===== config.mk =====
export PLATFORM = sky130hd
export DESIGN_NAME = windowed_velocity_estimator_core
export DESIGN_NICKNAME = d
export VERILOG_FILES = /design/src/design/wve_pkg.sv /design/src/design/windowed_velocity_estimator_core.sv /design/src/design/wve_ram.sv /design/src/design/wve_front.sv /design/src/design/wve_div.sv /design/src/design/wve_back.sv
export SDC_FILE = /design/constraint.sdc
export NUM_CORES = 2
export LEC_CHECK = 0
export BUFFER_PORTS_ARGS = -buffer_cell sky130_fd_sc_hd__buf_2
export CAP_MARGIN = 20
export CORE_ASPECT_RATIO = 1.5
export CORE_MARGIN = 4
export CORE_UTILIZATION = 39
export CTS_CLUSTER_DIAMETER = 40
export CTS_CLUSTER_SIZE = 10
export DETAILED_ROUTE_END_ITERATION = 8
export GPL_TIMING_DRIVEN = 0
export PLACE_DENSITY = 0.62
export SYNTH_ARGS = -nofsm -noshare
export SYNTH_HDL_FRONTEND = slang
export SYNTH_SLANG_ARGS = --single-unit

===== constraint.sdc =====
create_clock -name clock -period 9.5 [get_ports clock]
set_input_delay 0.95 -clock clock [delete_from_list [all_inputs] [get_ports clock]]
set_output_delay 0.95 -clock clock [all_outputs]
set_load 0.02 [all_outputs]

===== src/design/wve_pkg.sv =====
`timescale 1ns / 1ps
// Shared constants and word types for the windowed velocity estimator.
package wve_pkg;

   localparam int RING_DEPTH  = 16;
   localparam int IDX_W       = $clog2(RING_DEPTH);
   localparam int CNT_W       = $clog2(RING_DEPTH + 1);

   localparam int QUEUE_DEPTH = 2;
   localparam int QPTR_W      = $clog2(QUEUE_DEPTH);
   localparam int QCNT_W      = $clog2(QUEUE_DEPTH + 1);

   localparam int AGE_W       = 16;
   localparam int MOVE_W      = 16;
   localparam int TIME_W      = 32;
   localparam int VEL_W       = 32;
   localparam int HELD_W      = 5;
   localparam int FRAC_W      = 16;
   localparam int DIVIDEND_W  = VEL_W + FRAC_W;
   localparam int STEP_W      = $clog2(DIVIDEND_W + 1);
   localparam int ENTRY_W     = MOVE_W + TIME_W;

   localparam logic [AGE_W-1:0] AGE_LIMIT_RESET = AGE_W'(200);
   localparam logic             MODE_CLEAR      = 1'b1;
   localparam logic [VEL_W-1:0] VEL_MAX         = {1'b0, {(VEL_W-1){1'b1}}};
   localparam logic [VEL_W-1:0] VEL_MIN         = {1'b1, {(VEL_W-1){1'b0}}};

   typedef struct packed {
      logic                     mode;
      logic signed [MOVE_W-1:0] movement;
      logic [TIME_W-1:0]        time_ms;
   } req_word_type;

   typedef struct packed {
      logic signed [VEL_W-1:0] velocity_q16;
      logic                    velocity_valid;
      logic [HELD_W-1:0]       samples_held;
   } rsp_word_type;

   typedef struct packed {
      logic                     is_clear;
      logic signed [MOVE_W-1:0] movement;
      logic [TIME_W-1:0]        time_ms;
   } item_type;

   typedef struct packed {
      logic     valid;
      item_type item;
   } queue_head_type;

   typedef struct packed {
      logic             idle;
      logic [CNT_W-1:0] held_count;
   } back_status_type;

endpackage


===== src/design/windowed_velocity_estimator_core.sv =====
`timescale 1ns / 1ps
// Top level of the windowed velocity estimator: configuration register, front end and back end.
// Each request word either adds a timestamped movement sample to a ring of the newest 16 or
// clears the ring, and produces exactly one response word with the windowed velocity in signed
// Q16.16 units per ms. A two-word queue sits between the accepting front end and the back end,
// and the response is held in an output register, so new words are taken while a result waits.
// A clear word, or an add word that leaves fewer than two samples, goes straight to the result.
// An add word with a zero time sum walks the held samples over the single read port of the
// sample RAM, and any other add word also passes through the one-bit-per-cycle divider. The
// age limit resets to 200 ms and should be written only while the block is idle.
module windowed_velocity_estimator_core import wve_pkg::*; (
   input  logic             clock,
   input  logic             reset,
   input  logic             req_valid,
   output logic             req_stall,
   input  req_word_type     req_word,
   output logic             rsp_valid,
   input  logic             rsp_stall,
   output rsp_word_type     rsp_word,
   input  logic             csr_wr_en,
   input  logic [AGE_W-1:0] csr_wr_data
);

   logic [AGE_W-1:0] age_limit_ff, age_limit_in;
   queue_head_type   head;
   logic             pop;
   back_status_type  status;

   assign age_limit_in = csr_wr_en ? csr_wr_data : age_limit_ff;

   always_ff @(posedge clock) begin
      if (reset) begin
         age_limit_ff <= AGE_LIMIT_RESET;
      end else begin
         age_limit_ff <= age_limit_in;
      end
   end

   wve_front u_front (
      .clock     (clock),
      .reset     (reset),
      .req_valid (req_valid),
      .req_stall (req_stall),
      .req_word  (req_word),
      .pop       (pop),
      .head      (head)
   );

   wve_back u_back (
      .clock     (clock),
      .reset     (reset),
      .age_limit (age_limit_ff),
      .head      (head),
      .pop       (pop),
      .rsp_valid (rsp_valid),
      .rsp_stall (rsp_stall),
      .rsp_word  (rsp_word),
      .status    (status)
   );

   // The ring never claims more samples than it can hold.
   assert property (@(posedge clock) disable iff (reset)
      status.held_count <= CNT_W'(RING_DEPTH))
      else $error("Held sample count exceeds the ring depth.");

   // An invalid velocity is always reported as zero.
   assert property (@(posedge clock) disable iff (reset)
      rsp_valid && !rsp_word.velocity_valid |-> rsp_word.velocity_q16 == '0)
      else $error("Invalid velocity word carries a nonzero value.");

   // The back end only takes a word from the queue when it is idle and a word is there.
   assert property (@(posedge clock) disable iff (reset)
      pop |-> status.idle && head.valid)
      else $error("Queue popped outside the idle state or while empty.");

endmodule


===== src/design/wve_ram.sv =====
`timescale 1ns / 1ps
// Generic single-write, single-read RAM with registered read data.
module wve_ram #(
   parameter int WIDTH = 8,
   parameter int DEPTH = 16
) (
   input  logic                     clock,
   input  logic                     wr_en,
   input  logic [$clog2(DEPTH)-1:0] wr_addr,
   input  logic [WIDTH-1:0]         wr_data,
   input  logic [$clog2(DEPTH)-1:0] rd_addr,
   output logic [WIDTH-1:0]         rd_data
);

   logic [WIDTH-1:0] mem_ff [DEPTH];
   logic [WIDTH-1:0] rd_data_ff;

   always_ff @(posedge clock) begin
      if (wr_en) begin
         mem_ff[wr_addr] <= wr_data;
      end
      rd_data_ff <= mem_ff[rd_addr];
   end

   assign rd_data = rd_data_ff;

endmodule


===== src/design/wve_front.sv =====
`timescale 1ns / 1ps
// Front end: accepts request words, classifies them and queues them for the back end.
module wve_front import wve_pkg::*; (
   input  logic           clock,
   input  logic           reset,
   input  logic           req_valid,
   output logic           req_stall,
   input  req_word_type   req_word,
   input  logic           pop,
   output queue_head_type head
);

   item_type           entry_ff [QUEUE_DEPTH];
   item_type           entry_in;
   logic [QPTR_W-1:0]  wr_ptr_ff, wr_ptr_in;
   logic [QPTR_W-1:0]  rd_ptr_ff, rd_ptr_in;
   logic [QCNT_W-1:0]  count_ff, count_in;
   logic               push;
   logic               take;

   assign req_stall = (count_ff == QCNT_W'(QUEUE_DEPTH));
   assign push      = req_valid && !req_stall;
   assign take      = pop && (count_ff != '0);

   always_comb begin
      entry_in.is_clear = (req_word.mode == MODE_CLEAR);
      entry_in.movement = req_word.movement;
      entry_in.time_ms  = req_word.time_ms;

      wr_ptr_in = wr_ptr_ff;
      rd_ptr_in = rd_ptr_ff;
      if (push) begin
         wr_ptr_in = (wr_ptr_ff == QPTR_W'(QUEUE_DEPTH - 1)) ? '0 : wr_ptr_ff + 1'b1;
      end
      if (take) begin
         rd_ptr_in = (rd_ptr_ff == QPTR_W'(QUEUE_DEPTH - 1)) ? '0 : rd_ptr_ff + 1'b1;
      end
      count_in = count_ff + QCNT_W'(push) - QCNT_W'(take);
   end

   always_ff @(posedge clock) begin
      if (reset) begin
         wr_ptr_ff <= '0;
         rd_ptr_ff <= '0;
         count_ff  <= '0;
      end else begin
         wr_ptr_ff <= wr_ptr_in;
         rd_ptr_ff <= rd_ptr_in;
         count_ff  <= count_in;
      end
   end

   always_ff @(posedge clock) begin
      if (push) begin
         entry_ff[wr_ptr_ff] <= entry_in;
      end
   end

   assign head.valid = (count_ff != '0);
   assign head.item  = entry_ff[rd_ptr_ff];

endmodule


===== src/design/wve_div.sv =====
`timescale 1ns / 1ps
// Restoring divider that produces one quotient bit per cycle.
module wve_div import wve_pkg::*; (
   input  logic                  clock,
   input  logic                  reset,
   input  logic                  start,
   input  logic [DIVIDEND_W-1:0] dividend,
   input  logic [TIME_W-1:0]     divisor,
   output logic                  done,
   output logic [DIVIDEND_W-1:0] quotient
);

   logic                  busy_ff, busy_in;
   logic                  done_ff, done_in;
   logic [STEP_W-1:0]     step_ff, step_in;
   logic [DIVIDEND_W-1:0] quo_ff, quo_in;
   logic [TIME_W-1:0]     rem_ff, rem_in;
   logic [TIME_W-1:0]     div_ff, div_in;
   logic [TIME_W:0]       trial;
   logic [TIME_W:0]       diff;

   assign trial = {rem_ff, quo_ff[DIVIDEND_W-1]};
   assign diff  = trial - {1'b0, div_ff};

   always_comb begin
      busy_in = busy_ff;
      done_in = 1'b0;
      step_in = step_ff;
      quo_in  = quo_ff;
      rem_in  = rem_ff;
      div_in  = div_ff;
      if (start) begin
         busy_in = 1'b1;
         step_in = '0;
         quo_in  = dividend;
         rem_in  = '0;
         div_in  = divisor;
      end else if (busy_ff) begin
         if (!diff[TIME_W]) begin
            rem_in = diff[TIME_W-1:0];
         end else begin
            rem_in = trial[TIME_W-1:0];
         end
         quo_in  = {quo_ff[DIVIDEND_W-2:0], !diff[TIME_W]};
         step_in = step_ff + 1'b1;
         if (step_ff == STEP_W'(DIVIDEND_W - 1)) begin
            busy_in = 1'b0;
            done_in = 1'b1;
         end
      end
   end

   always_ff @(posedge clock) begin
      if (reset) begin
         busy_ff <= 1'b0;
         done_ff <= 1'b0;
         step_ff <= '0;
      end else begin
         busy_ff <= busy_in;
         done_ff <= done_in;
         step_ff <= step_in;
      end
   end

   always_ff @(posedge clock) begin
      quo_ff <= quo_in;
      rem_ff <= rem_in;
      div_ff <= div_in;
   end

   assign done     = done_ff;
   assign quotient = quo_ff;

endmodule


===== src/design/wve_back.sv =====
`timescale 1ns / 1ps
// Back end: updates the sample ring, walks it for the sums, divides and holds the result word.
module wve_back import wve_pkg::*; (
   input  logic            clock,
   input  logic            reset,
   input  logic [AGE_W-1:0] age_limit,
   input  queue_head_type  head,
   output logic            pop,
   output logic            rsp_valid,
   input  logic            rsp_stall,
   output rsp_word_type    rsp_word,
   output back_status_type status
);

   typedef enum logic [3:0] {
      ST_IDLE   = 4'b0001,
      ST_WALK   = 4'b0010,
      ST_DIV    = 4'b0100,
      ST_RESULT = 4'b1000
   } back_state_type;

   function automatic logic [IDX_W-1:0] ring_next(input logic [IDX_W-1:0] idx);
      return (idx == IDX_W'(RING_DEPTH - 1)) ? '0 : idx + 1'b1;
   endfunction

   back_state_type          state_ff, state_in;
   logic [IDX_W-1:0]        oldest_ff, oldest_in;
   logic [IDX_W-1:0]        write_ff, write_in;
   logic [CNT_W-1:0]        held_ff, held_in;
   logic [IDX_W-1:0]        rd_idx_ff, rd_idx_in;
   logic [CNT_W-1:0]        issued_ff, issued_in;
   logic                    pend_ff, pend_in;
   logic                    first_ff, first_in;
   logic [TIME_W-1:0]       newest_t_ff, newest_t_in;
   logic [TIME_W-1:0]       prev_t_ff, prev_t_in;
   logic signed [VEL_W-1:0] dist_ff, dist_in;
   logic [TIME_W-1:0]       tsum_ff, tsum_in;
   rsp_word_type            res_ff, res_in;
   logic                    rsp_valid_ff, rsp_valid_in;
   rsp_word_type            rsp_word_ff, rsp_word_in;

   logic                    ram_wr_en;
   logic [ENTRY_W-1:0]      ram_wr_data;
   logic [ENTRY_W-1:0]      ram_rd_data;
   logic signed [MOVE_W-1:0] rd_move;
   logic [TIME_W-1:0]       rd_time;
   logic [TIME_W-1:0]       age;
   logic                    in_window;
   logic [TIME_W-1:0]       gap;
   logic signed [VEL_W:0]   dist_wide;
   logic [VEL_W-1:0]        dist_sat;
   logic [TIME_W:0]         tsum_wide;
   logic [TIME_W-1:0]       tsum_sat;
   logic [VEL_W-1:0]        mag;
   logic                    div_start;
   logic                    div_done;
   logic [DIVIDEND_W-1:0]   div_quotient;
   logic                    q_over;
   logic [VEL_W-1:0]        vel_sat;
   logic                    ring_full;
   logic                    out_free;

   wve_ram #(
      .WIDTH (ENTRY_W),
      .DEPTH (RING_DEPTH)
   ) u_ring (
      .clock   (clock),
      .wr_en   (ram_wr_en),
      .wr_addr (write_ff),
      .wr_data (ram_wr_data),
      .rd_addr (rd_idx_ff),
      .rd_data (ram_rd_data)
   );

   wve_div u_div (
      .clock    (clock),
      .reset    (reset),
      .start    (div_start),
      .dividend ({mag, FRAC_W'(0)}),
      .divisor  (tsum_ff),
      .done     (div_done),
      .quotient (div_quotient)
   );

   assign ram_wr_data = {head.item.movement, head.item.time_ms};
   assign rd_move     = ram_rd_data[ENTRY_W-1:TIME_W];
   assign rd_time     = ram_rd_data[TIME_W-1:0];

   assign age       = newest_t_ff - rd_time;
   assign in_window = (age <= {{(TIME_W-AGE_W){1'b0}}, age_limit});
   assign gap       = rd_time - prev_t_ff;

   assign dist_wide = (VEL_W+1)'(dist_ff) + (VEL_W+1)'(rd_move);
   assign dist_sat  = (dist_wide[VEL_W] != dist_wide[VEL_W-1]) ?
                      (dist_wide[VEL_W] ? VEL_MIN : VEL_MAX) : dist_wide[VEL_W-1:0];
   assign tsum_wide = {1'b0, tsum_ff} + {1'b0, gap};
   assign tsum_sat  = tsum_wide[TIME_W] ? '1 : tsum_wide[TIME_W-1:0];

   // Magnitude of the distance sum; the most negative value maps to 2^31 unsigned.
   assign mag     = dist_ff[VEL_W-1] ? (~dist_ff + 1'b1) : dist_ff;
   assign q_over  = (div_quotient[DIVIDEND_W-1:VEL_W-1] != '0);
   assign vel_sat = dist_ff[VEL_W-1] ?
                    (q_over ? VEL_MIN : (~div_quotient[VEL_W-1:0] + 1'b1)) :
                    (q_over ? VEL_MAX : div_quotient[VEL_W-1:0]);

   assign ring_full = (held_ff == CNT_W'(RING_DEPTH));
   assign out_free  = !rsp_valid_ff || !rsp_stall;

   always_comb begin
      state_in     = state_ff;
      oldest_in    = oldest_ff;
      write_in     = write_ff;
      held_in      = held_ff;
      rd_idx_in    = rd_idx_ff;
      issued_in    = issued_ff;
      pend_in      = pend_ff;
      first_in     = first_ff;
      newest_t_in  = newest_t_ff;
      prev_t_in    = prev_t_ff;
      dist_in      = dist_ff;
      tsum_in      = tsum_ff;
      res_in       = res_ff;
      rsp_valid_in = rsp_valid_ff;
      rsp_word_in  = rsp_word_ff;
      pop          = 1'b0;
      ram_wr_en    = 1'b0;
      div_start    = 1'b0;

      if (rsp_valid_ff && !rsp_stall) begin
         rsp_valid_in = 1'b0;
      end

      case (state_ff)
         ST_IDLE: begin
            if (head.valid) begin
               pop                 = 1'b1;
               res_in.velocity_q16 = '0;
               res_in.velocity_valid = 1'b0;
               if (head.item.is_clear) begin
                  oldest_in           = '0;
                  write_in            = '0;
                  held_in             = '0;
                  res_in.samples_held = '0;
                  state_in            = ST_RESULT;
               end else begin
                  ram_wr_en   = 1'b1;
                  write_in    = ring_next(write_ff);
                  newest_t_in = head.item.time_ms;
                  if (ring_full) begin
                     oldest_in = ring_next(oldest_ff);
                     rd_idx_in = ring_next(oldest_ff);
                     held_in   = held_ff;
                  end else begin
                     rd_idx_in = oldest_ff;
                     held_in   = held_ff + 1'b1;
                  end
                  res_in.samples_held = HELD_W'(held_in);
                  issued_in = '0;
                  pend_in   = 1'b0;
                  first_in  = 1'b1;
                  dist_in   = '0;
                  tsum_in   = '0;
                  // A single held sample gives no velocity.
                  if (held_ff == '0) begin
                     state_in = ST_RESULT;
                  end else begin
                     state_in = ST_WALK;
                  end
               end
            end
         end
         ST_WALK: begin
            pend_in = (issued_ff != held_ff);
            if (issued_ff != held_ff) begin
               issued_in = issued_ff + 1'b1;
               rd_idx_in = ring_next(rd_idx_ff);
            end
            if (pend_ff) begin
               prev_t_in = rd_time;
               first_in  = 1'b0;
               if (!first_ff && in_window) begin
                  dist_in = dist_sat;
                  tsum_in = tsum_sat;
               end
            end else if (issued_ff == held_ff) begin
               if (tsum_ff == '0) begin
                  state_in = ST_RESULT;
               end else begin
                  div_start = 1'b1;
                  state_in  = ST_DIV;
               end
            end
         end
         ST_DIV: begin
            if (div_done) begin
               res_in.velocity_q16   = vel_sat;
               res_in.velocity_valid = 1'b1;
               state_in              = ST_RESULT;
            end
         end
         ST_RESULT: begin
            if (out_free) begin
               rsp_valid_in = 1'b1;
               rsp_word_in  = res_ff;
               state_in     = ST_IDLE;
            end
         end
         default: begin
            state_in = ST_IDLE;
         end
      endcase
   end

   always_ff @(posedge clock) begin
      if (reset) begin
         state_ff     <= ST_IDLE;
         oldest_ff    <= '0;
         write_ff     <= '0;
         held_ff      <= '0;
         issued_ff    <= '0;
         pend_ff      <= 1'b0;
         rsp_valid_ff <= 1'b0;
      end else begin
         state_ff     <= state_in;
         oldest_ff    <= oldest_in;
         write_ff     <= write_in;
         held_ff      <= held_in;
         issued_ff    <= issued_in;
         pend_ff      <= pend_in;
         rsp_valid_ff <= rsp_valid_in;
      end
   end

   always_ff @(posedge clock) begin
      rd_idx_ff   <= rd_idx_in;
      first_ff    <= first_in;
      newest_t_ff <= newest_t_in;
      prev_t_ff   <= prev_t_in;
      dist_ff     <= dist_in;
      tsum_ff     <= tsum_in;
      res_ff      <= res_in;
      rsp_word_ff <= rsp_word_in;
   end

   assign rsp_valid         = rsp_valid_ff;
   assign rsp_word          = rsp_word_ff;
   assign status.idle       = (state_ff == ST_IDLE);
   assign status.held_count = held_ff;

endmodule


Yosys cells after proc, flatten, opt, wreduce, memory -nomap -nowiden --
Memories as Yosys holds them, arrays and structs flattened. A register that Yosys moved wholly into a read port is not among the register bits. Index checks and enable logic that the tools add are counted.
Storage, ports and cells: output and inout bits 40, register bits 373, memory bits (writable) 866, memories kept 2, logic and storage cells 182
Cells by class: bitwise gates (word level) 4, equal/unequal tests 22, multiplexer cells 77, reductions and logical operators 29, add/subtract/negate cells 17, $lt $le $gt $ge 1
Memories:
- u_back.u_ring.mem_ff | depth 16, width 48, read ports 1, clocked after Yosys merged registers in 1, write ports 1, line wve_ram.sv:15 | logic [WIDTH-1:0] mem_ff [DEPTH];
- u_front.entry_ff | depth 2, width 49, read ports 1, clocked after Yosys merged registers in 1, write ports 1, line wve_front.sv:13 | item_type entry_ff [QUEUE_DEPTH];
Operators with widths (count):
- two-way mux 32 bit | 14
- one-hot mux 32 bit (2 select lines) | 2
- two-way mux 48 bit | 2
- two-way mux 4 bit | 17
- one-hot mux 33 bit (2 select lines) | 1
- adder 32 x 1 -> 32 bit (second input constant) | 2
- inverter 32 bit | 2
- subtractor 32 bit | 2
- two-way mux 38 bit | 1
- adder 32 x 16 -> 33 bit | 1
- adder 32 x 32 -> 33 bit | 1
- two-way mux 33 bit | 1
- subtractor 33 x 32 -> 33 bit | 1
- <= comparator 32 x 16 -> 1 bit | 1
- zero test 32 bit | 1
- two-way mux 1 bit | 29
- two-way mux 5 bit | 5
- nonzero test 17 bit | 1
- equality test 4 bit (second input constant) | 4
- one-hot mux 4 bit (4 select lines) | 1
- adder 4 x 1 -> 4 bit (second input constant) | 3
- adder 5 x 1 -> 5 bit (second input constant) | 2
- inequality test 2 x 1 -> 1 bit (second input constant) | 5
- one-hot mux 5 bit (2 select lines) | 1
- 28 further kinds | 50

Logic depth before layout (Yosys ltp) --
word-level depth 6, gate-level depth with buffers 24, depth with buffers taken out 23

Cells and area by module --
From an unflattened synthesis, not the netlist that was laid out.
Second synthesis, totals: cells, all modules 3858, area total of the unflattened synthesis 57387.5 µm²
Modules (own cells, without submodules):
- wve_ram | instances 1, cells each 1242, area each 29691.0 µm²
- wve_back | instances 1, cells each 1782, area each 16828.6 µm²
- wve_div | instances 1, cells each 603, area each 6517.5 µm²
- wve_front | instances 1, cells each 179, area each 3764.9 µm²
- windowed_velocity_estimator_core | instances 1, cells each 52, area each 585.6 µm²

Worst setup path after synthesis --
Ideal clock, no wire load.
path type reg-to-reg, start point register u_back.state_ff[3], end point memory u_back.u_ring.mem_ff[2][0] in the netlist's numbering, enable pin, stages on the path, launching flop included 9, slack 2951 ps, required time 8987 ps, arrival 6036 ps, cells stage by stage dfxtp_1 nor4b_1 o21ai_0 inv_1 nand2_1 inv_1 clkbuf_1 nand2_1 nor3_1
Between the ends: word-level cells in the longest chain between the ends 4
Ends and longest elaborated chain:
- start: declaration | line wve_back.sv:26 | back_state_type state_ff, state_in;
- start signal: assignment | line wve_back.sv:224 | state_ff <= state_in;
- equality test 4 x 1 -> 1 bit
- two-way mux 1 bit | line wve_back.sv:133 | case (state_ff)
- two-way mux 1 bit | line wve_ram.sv:19 | if (wr_en) begin
- two-way mux 1 bit (not written as such) | line wve_ram.sv:20 | mem_ff[wr_addr] <= wr_data;
- end: declaration | line wve_ram.sv:15
Every way passes these cells.

Final worst setup path --
start point register u_back.u_ring.rd_data_ff[5], in the netlist u_back.u_ring.rd_data[5], read port of u_back.u_ring.mem_ff, end point register u_back.tsum_ff[5] (data pin)
Between the ends: word-level cells in the longest chain between the ends 6
Ends and longest elaborated chain:
- start: declaration | line wve_ram.sv:16 | logic [WIDTH-1:0] rd_data_ff;
- subtractor 32 bit | line wve_back.sv:91 | assign gap = rd_time - prev_t_ff;
- adder 32 x 32 -> 33 bit | line wve_back.sv:96 | assign tsum_wide = {1'b0, tsum_ff} + {1'b0, gap};
- two-way mux 32 bit | line wve_back.sv:97 | assign tsum_sat = tsum_wide[TIME_W] ? '1 : tsum_wide[TIME_W-1:0];
- two-way mux 32 bit | line wve_back.sv:181 | if (!first_ff && in_window) begin
- two-way mux 32 bit | line wve_back.sv:178 | if (pend_ff) begin
- one-hot mux 32 bit (2 select lines) | line wve_back.sv:133
- end signal: assignment | line wve_back.sv:240 | tsum_ff <= tsum_in;
- end: declaration | line wve_back.sv:37 | logic [TIME_W-1:0] tsum_ff, tsum_in;
Every way passes these cells. The select of a mux whose other input is x is not followed. A chain may end at the register's enable or synchronous reset.

==> results.md <==
* 1st-pass router iterations at 6
* Outcome: completed
* Setup CP Type: reg -> reg
* Total global-route track usage at 0.186
* Worst Setup SP: u_back.u_ring.rd_data[5]
* Comb pwr share at 0.319
* Post-cts resize count at 0
* Int Pwr at 0.0128 W
* CP required at 10.09 ns
* Hold depth at 1
* Yosys top cell area share at 0.595
* Number of CTS-inserted buffers at 164
* Crit end category: flop
* Largest family of logic cells by synthesized area: compound AO/OA/AOI/OAI gates
* Nets at 4712
* Hold_buf cts at 0
* Net Sw Frac at 0.333
* Async S/R FF share, synth at 0
* Top cells by area, synth: edfxtp_1, dfxtp_1, ha_1
* Worst vdd ir at 0.000141 V
* Worst setup SP type: flop
* Post-DP Area at 61700 um2
* Initial antenna violation count at 3
* Synth Area in Adders at 0.0427
* Syn Nets at 4367
* Final WL at 145000 um
* RSZ-0062 raised after global routing: false
* Hold path start: req_word[45]
* R2R cell count at 23
* Post-Synth XOR/XNOR Area at 0.0294
* Avg Synthesized Cell Area at 14.0 um2
* Leak pwr at 24.0 nW
* Gp weighted congestion at 0.891
* Pwr Total at 0.0192 W
* Final Cell Area at 66700 um2
* Clk sinks at 1288
* Final Setup Violations at 0
* Max-slew violation count at 0
* Max-cap violations at 0
* Core ar. at 146000 um2
* Placement Rows at 172
* Crit path time final at 6.19 ns
* Final period util at 0.651
* Initial DRC count at 2766
* R2R Setup Slk at 3.31 ns
* Grt ovf at 0
* FF-to-FF End: u_back.tsum_ff[5]
* Worst Path Max Fanout at 10
* RR Startpoint: u_back.u_ring.rd_data[5]
* Vias at 35400
* #FFs+latches synth at 1288
* CTS root buf: clkbuf_16
* Hold path endpoint: u_front.entry_ff[1][45]
* Rel. slew slack at 0.199
* Vias in the first global route at 36300
* Worst hold path class: in -> reg
* First-pass GRT wire length at 217000 um
* Area Overhead vs Synth at 16.1%
* Mapped Cells at 4104
* # DRC at 0
* Switching power at 0.00641 W
* EDFF count, synth at 1139
* Final Hold Viols at 0
* Wire per inst at 22.3 um
* Area leader, netlist: edfxtp_1
* Die Height at 478 um
* Via density at 5.47
* HPWL after DPL at 105000 um
* Die area at 154000 um2
* Io pins at 110
* Pwr dens at 288 nW/um2
* Post-layout util at 0.456
* Commonest cells in the netlist: edfxtp_1, a21oi_1, o21ai_0, nor2_1, mux2i_1
* Sequential share of power at 0.384
* Setup TNS at 0 ns
* Share of cells above drive strength 1 at 0.142
* Clk slew on worst S/H paths at 0.06 ns
* Antenna-violating nets left at 0
* Achievable Freq at 162 MHz
* Mapped cell area at 57400 um2
* Slew @ Worst Pin at 1.20 ns
* Synth Area in Compound Gates at 0.104
* Initial core utilization at 0.393
* I/O Buffers at 108
* Clk_lat worst skew at 0.79 ns
* Mux contribution to synthesized area at 0.0933
* Sequential fraction of the synthesis area at 0.647
* Clock Skew at 0.0563 ns
* Synth unique cells at 75
* Fill cells at 12800
* Count leader, synth: edfxtp_1
* Die X-Extent at 321 um
* H-tree Lvls at 4
* Worst EP arrival at 6.78 ns
* Largest net degree at the start of global routing at 40
* CTS tree: yes
* Power share of the clock group at 0.297
* Post-Synth Simple-Gate Area at 0.0609
* Setup repair bufs after CTS at 0
* YS warnings at 0
* Main flop type after synthesis: edfxtp_1
* Clock Path Buffers at 3
metal layers:
metal / GRT usage / routed length (um) / up-vias
li1: - / - / 16500
met5: 0 / 29 / -
met4: 0.0729 / 5530 / 4
met3: 0.0308 / 7770 / 283
met1: 0.219 / 56300 / 17600
met2: 0.337 / 75100 / 1065
worst max path at each step:
stage          slack, ns  depth (start not counted)                           to
6_report            3.31                         23            u_back.tsum_ff[5]
5_1_grt             2.94                         23            u_back.tsum_ff[7]
4_1_cts             3.27                         25            u_back.tsum_ff[5]
3_5_place_dp        3.32                         23           u_back.tsum_ff[20]
3_3_place_gp       -3.71                          7  u_back.u_ring.mem_ff[0][14]
2_1_floorplan       2.95                          8   u_back.u_ring.mem_ff[2][0]
critical path, cell delays in order, from the launching register on:
cell	delay (ns)
dfxtp_1	0.48
ha_1	0.34
a21o_1	0.20
a221oi_1	0.37
a21oi_1	0.14
or3_1	0.43
a21o_1	0.18
a21oi_1	0.29
o21ai_0	0.16
a21oi_1	0.21
xnor2_1	0.12
ha_1	0.36
nand2_1	0.10
nor2_1	0.26
nand2_1	0.08
a2111oi_0	0.52
buf_2	0.25
o22a_1	0.19
a31oi_1	0.21
o21a_1	0.26
nand2_1	0.05
o21ai_0	0.25
clkbuf_1	0.34
a21oi_1	0.20
cell usage in the layout (no fill, tap or decap), types with 18 or more instances in the layout:
cell type and count:
a221oi_1 52, nand2b_1 25, o21bai_1 22, xnor2_1 103, nor2b_1 23, nand3_1 65
dfxtp_1 149, mux2_2 99, and3_1 18, nor2_1 205, mux4_2 96, buf_1 28
inv_1 167, o21ai_0 262, nor4_1 22, nand4_1 28, ha_1 188, buf_12 21
o211ai_1 18, a21oi_1 265, or3_1 22, nor3_1 48, edfxtp_1 1139, a21o_1 114
a31oi_1 27, o21a_1 26, o31ai_1 21, a22oi_1 51, clkbuf_16 167, mux2i_1 208
xor2_1 90, buf_2 115, clkbuf_1 202, nand2_1 201, buf_6 22
sequential cells by signal, summed over array words and instances, names as in the netlist, 38 cells and up, named ones only:
name / flops
u_back.u_div.quotient: 48
u_front.entry_ff: 98
u_back.res_ff: 38
u_back.rsp_word: 38
u_back.u_ring.rd_data: 48
u_back.u_ring.mem_ff: 768
cell type report:
class                   instances  area, um2  share of cell area
multi-input cells            2475      19100               0.286
well taps                    1914       2390              0.0359
clock buffers                 235       4450              0.0668
flip-flops and latches       1288      37200               0.557
diodes                          3       7.51            0.000113
inverters                     168        631             0.00945
plain buffers                 173        663             0.00994
repair buffers                179       1770              0.0266
clock inverters                43        503             0.00754
kinds of logic after synthesis:
| kind of cell | Yosys count |
|---|---|
| multiplexers | 403 |
| adder cells (fa/ha/maj) | 193 |
| buffers and inverters | 341 |
| flip-flops | 1288 |
| XOR/XNOR | 193 |
| AND/OR/NAND/NOR | 735 |
| AO/OA/AOI/OAI | 951 |
power groups by stage:
stage | Clock (W) | Sequential, W | Combinational, W
after floorplan | 0 | 0.00735 | 0.00446
after global placement | 0 | 0.00752 | 0.00589
after detailed placement | 0 | 0.00750 | 0.00609
after CTS | 0.00582 | 0.00739 | 0.00612
after global routing | 0.00606 | 0.00743 | 0.00676
final | 0.00570 | 0.00738 | 0.00612
metrics by stage:
stage          hold slack [ns]  setup WS, ns  cells
2_1_floorplan            0.400          2.95   4104
5_1_grt                  0.310          2.94   6476
4_1_cts                  0.288          3.27   6473
3_5_place_dp             0.405          3.32   6195
3_3_place_gp             0.404         -3.71   6126
6_report                 0.348          3.31   6478
Power figures use the tool's default switching activity.
